$ cat config.mk
export PLATFORM = sky130hd
export DESIGN_NAME = ahct_ctrl
export DESIGN_NICKNAME = d
export VERILOG_FILES = /design/src/hdl/ahct_pkg.sv /design/src/hdl/ahct_ctrl.sv
export SDC_FILE = /design/constraint.sdc
export NUM_CORES = 1
export LEC_CHECK = 0
export BUFFER_PORTS_ARGS = -buffer_cell sky130_fd_sc_hd__clkbuf_2
export CORE_AREA = 5 5 42 44
export DETAILED_ROUTE_END_ITERATION = 8
export DIE_AREA = 0 0 47 49
export PLACE_DENSITY = 0.44
export SLEW_MARGIN = 20
export SYNTH_ARGS = -nofsm -noshare
export SYNTH_HDL_FRONTEND = slang
export SYNTH_SLANG_ARGS = --single-unit
$ cat constraint.sdc
create_clock -name clk -period 1.4 [get_ports clk]
set_input_delay 0.42 -clock clk [delete_from_list [all_inputs] [get_ports clk]]
set_output_delay 0.42 -clock clk [all_outputs]
set_load 0.02 [all_outputs]
$ cat src/hdl/ahct_pkg.sv
// Shared types and constants of the connection table unit
`default_nettype none
package ahct_pkg;

    localparam int KEY_ADDR_W = 32;
    localparam int KEY_PORT_W = 16;
    localparam int SEQ_W      = 32;
    localparam int TICK_W     = 16;
    localparam int LIMIT_W    = 15;
    localparam int STATUS_W   = 2;
    localparam int MOD_CNT_W  = 1;

    localparam logic CMD_INSERT = 1'b0;
    localparam logic CMD_LOOKUP = 1'b1;

    localparam logic [STATUS_W-1:0] ST_STORED    = 2'd0;
    localparam logic [STATUS_W-1:0] ST_FULL      = 2'd1;
    localparam logic [STATUS_W-1:0] ST_FOUND     = 2'd2;
    localparam logic [STATUS_W-1:0] ST_NOT_FOUND = 2'd3;

    typedef struct packed {
        logic [KEY_ADDR_W-1:0] addr;
        logic [KEY_PORT_W-1:0] port;
        logic [SEQ_W-1:0]      seq;
        logic [TICK_W-1:0]     stamp;
    } entry_t;

    typedef struct packed {
        logic load;
        logic clear_step;
        logic mod_step;
        logic seed;
        logic probe;
    } dp_cmd_t;

    typedef struct packed {
        logic clear_last;
        logic probe_done;
    } dp_stat_t;

endpackage
`default_nettype wire

$ cat src/hdl/ahct_ctrl.sv
// Controller of the connection table: clearing pass, start-slot reduction, probe
`default_nettype none
module ahct_ctrl (
    input  wire logic              clk,
    input  wire logic              rst_n,
    input  wire logic              start,
    input  wire ahct_pkg::dp_stat_t stat,
    output logic                   busy,
    output ahct_pkg::dp_cmd_t      cmd
);
    import ahct_pkg::*;

    localparam logic [2:0] S_CLEAR = 3'd0;
    localparam logic [2:0] S_IDLE  = 3'd1;
    localparam logic [2:0] S_MOD   = 3'd2;
    localparam logic [2:0] S_SEED  = 3'd3;
    localparam logic [2:0] S_PROBE = 3'd4;

    // quotient, then remainder
    localparam logic [MOD_CNT_W-1:0] MOD_LAST = MOD_CNT_W'(1);

    logic [2:0]           state_reg, state_next;
    logic [MOD_CNT_W-1:0] mod_cnt_reg, mod_cnt_next;

    always_ff @(posedge clk or negedge rst_n)
    begin
        if (!rst_n)
        begin
            state_reg   <= S_CLEAR;
            mod_cnt_reg <= '0;
        end
        else
        begin
            state_reg   <= state_next;
            mod_cnt_reg <= mod_cnt_next;
        end
    end

    always_comb
    begin
        state_next   = state_reg;
        mod_cnt_next = mod_cnt_reg;
        cmd          = '0;
        unique case (state_reg)
            S_CLEAR:
            begin
                cmd.clear_step = 1'b1;
                if (stat.clear_last)
                    state_next = S_IDLE;
            end
            S_IDLE:
            begin
                if (start)
                begin
                    cmd.load     = 1'b1;
                    mod_cnt_next = '0;
                    state_next   = S_MOD;
                end
            end
            S_MOD:
            begin
                cmd.mod_step = 1'b1;
                mod_cnt_next = mod_cnt_reg + 1'b1;
                if (mod_cnt_reg == MOD_LAST)
                    state_next = S_SEED;
            end
            S_SEED:
            begin
                cmd.seed   = 1'b1;
                state_next = S_PROBE;
            end
            S_PROBE:
            begin
                cmd.probe = 1'b1;
                if (stat.probe_done)
                    state_next = S_IDLE;
            end
            default:
            begin
                state_next = S_IDLE;
            end
        endcase
    end

    assign busy = (state_reg != S_IDLE);

endmodule
`default_nettype wire

==> flow_metrics.env <==
export IMPL_avgSynthCellArea_um2=9.53
export IMPL_path_class="flip-flop to output port"
export IMPL_dieWidth_um=47
export IMPL_root_buffer="clkbuf_4"
export IMPL_total_power_mw=1.15
export IMPL_outcome="finished, violations left"
export IMPL_synth_commonest_cells="4 x dfrtp_1, 3 x nor2_1, 2 x nand2_1"
export IMPL_drtPass1Iterations=2
export IMPL_num_rows=14
export IMPL_p_leak_nw=0.233
export IMPL_ant_nets=0
export IMPL_seq_area_frac_synth=0.404
export IMPL_synthTopCellsByArea="dfrtp_1 40%, nor2b_4 5.6%, and3_4 4.5%"
export IMPL_area_delta_synth_final_pct=87.9
export IMPL_worstSetupEndpointType="output port"
export IMPL_cts_buffers=3
export IMPL_synth_fa_ha_area_frac=0
export IMPL_drc=0
export IMPL_htree_levels=1
export IMPL_clock_latency_ns=0.23
export IMPL_period_minus_slack_ns=1.56
export IMPL_drt_initial_drc_count=1
export IMPL_grt_ovfl_total=0
export IMPL_fmax_mhz=640
export IMPL_cp_arrival_ns=1.14
export IMPL_drive_above_1_share=0.638
export IMPL_worst_slack_ns=-0.163
export IMPL_hold_viol_final=0
export IMPL_max_slew_margin=0.869
export IMPL_antenna_found_initial=0
export IMPL_synthMuxAreaShare=0.0404
export IMPL_port_buffers=10
export IMPL_grt_max_degree=7
export IMPL_crit_fanout=5
export IMPL_post_place_ws_ns=0.0276
export IMPL_cp_required_ns=0.98
export IMPL_clock_path_buffers=2
export IMPL_synth_cell_types=20
export IMPL_syn_cell_area_um2=248
export IMPL_synth_top_flop_cell="dfrtp_1"
export IMPL_drt_wl_total_um=721
export IMPL_nets=54
export IMPL_ir_worst_vdd_mv=0.748
export IMPL_start_util=0.177
export IMPL_die_area_um2=2300
export IMPL_grt_pass1_wl_mm=1.10
export IMPL_dpl_hpwl_um=461
export IMPL_final_util=0.332
export IMPL_synthCells=26
export IMPL_pin_count=11
export IMPL_synth_top_cell_area_share=0.404
export IMPL_synth_edff_count=0
export IMPL_clock_sinks=4
export IMPL_finalSetupViolations=6
export IMPL_clk_pin_slew_ns=0.03
export IMPL_routed_via_count=253
export IMPL_crit_path_start_kind="flip-flop"
export IMPL_slew_viol_final=0
export IMPL_synthesis_nets=31
export IMPL_antenna_cells=0
export IMPL_synth_warnings=0
export IMPL_largest_reg_flops=3
export IMPL_cts_tree="done"
export IMPL_finalCritPeriodShare=1.12
export IMPL_die_y_um=49
export IMPL_synth_most_common_cell="dfrtp_1"
export IMPL_violations="setup timing"
export IMPL_hold_slack_ns=0.454
export IMPL_reg2reg_depth=6
export IMPL_powerDensity_nw_per_um2=2470
export IMPL_grt_usage=0.0715
export IMPL_synth_compound_area_frac=0.121
export IMPL_worstMarginPinSlew_ns=0.196
export IMPL_vias_per_cell=4.02
export IMPL_rsz0062_at_grt="yes"
export IMPL_hold_depth=3
export IMPL_yosys_area_share_simple=0.374
export IMPL_wire_per_inst_um=11.4
export IMPL_grt_pass1_vias=260
export IMPL_ys_ff_latch=4
export IMPL_gp_congestion=0.692
export IMPL_synth_top_family_by_area="simple AND/OR/NAND/NOR gates"
export IMPL_synth_area_leader_cell="dfrtp_1"
export IMPL_worst_clock_skew_ns=0.00132
export IMPL_drv_cap=0
export IMPL_synthXorXnorAreaFrac=0
export IMPL_synthArstFlopShare=1.00
export IMPL_hold_class="input pin to flip-flop"
export IMPL_coreArea_um2=1400
-- worst max-delay path, stage by stage (launching register included) --
cell and delay (ns):
dfrtp_2 0.42, nor2b_4 0.18, and3_4 0.20, buf_8 0.11
-- cells by family (layout without fill, tap and decap cells) --
group,count (synthesis),count (layout)
AO/OA/AOI/OAI,4,4
buffers and inverters,3,24
multiplexers,1,1
flip-flops,4,4
AND/OR/NAND/NOR,14,14
-- power by group --
| part | total [mW] | internal (mW) | switching, mW |
|---|---|---|---|
| combinational | 0.737 | 0.431 | 0.306 |
| sequential | 0.275 | 0.175 | 0.101 |
| clock | 0.138 | 0.0956 | 0.0426 |
-- routing by layer --
| metal | wire length [um] | GRT usage | vias up |
|---|---|---|---|
| met1 | 247 | 0.0647 | 120 |
| met4 | 0 | 0.0829 | 0 |
| li1 | - | - | 130 |
| met2 | 439 | 0.113 | 3 |
| met3 | 35 | 0.0148 | 0 |
| met5 | 0 | 0 | - |
-- final timing paths --
| path | start | slack [ns] | end |
|---|---|---|---|
| worst min register to register | mod_cnt_reg | 0.52 | mod_cnt_reg |
| worst max register to register | state_reg[2] | 0.04 | mod_cnt_reg |
| max in group asynchronous | rst_n | 0.74 | state_reg[2] |
| worst max-delay path | state_reg[0] | -0.16 | cmd[4] |
| worst min-delay path | stat[0] | 0.45 | state_reg[2] |
| min in group asynchronous | rst_n | 0.53 | mod_cnt_reg |
-- cell usage in the layout (no fill, tap or decap) --
cell           instances
mux2i_1                1
and3_4                 1
or2_1                  1
buf_4                  8
buf_8                  2
nand2_1                2
and2_4                 1
o311a_1                1
dfrtp_1                1
inv_1                  1
clkbuf_4               4
nor2b_4                1
nor2_2                 1
nand3b_1               1
inv_4                  1
clkbuf_8               2
a21oi_1                1
nor2_1                 2
clkbuf_2               4
and2_1                 1
a21o_1                 1
nor2b_1                1
a211oi_1               1
dfrtp_2                3
nor3_4                 1
dlygate4sd3_1          1
buf_6                  1
nor3_1                 1
-- final cells by class --
type,instances,area [um2]
inverters,2,10.0
well taps,16,20.0
fillers,160,936
flip-flops and latches,4,104
multi-input cells,19,143
repair buffers,19,166
clock buffers,3,22.5
-- per-stage QoR --
| stage | TNS, ns | cells | cell area, um2 |
|---|---|---|---|
| floorplan | 0 | 26 | 248 |
| global placement | 0 | 54 | 333 |
| detailed placement | 0 | 54 | 333 |
| CTS | -0.760 | 61 | 438 |
| global route | -1.14 | 63 | 465 |
| finish | -0.698 | 63 | 465 |
-- timing repair --
item	4_1_cts	5_1_grt
endpoints found under the setup margin	6	6
pin swaps	4	3
gates resized for setup	14	7
hold buffers	1	0
setup buffers	3	2
endpoints found under the hold margin	4	0
Note: power is estimated with default switching activity, not from simulation.
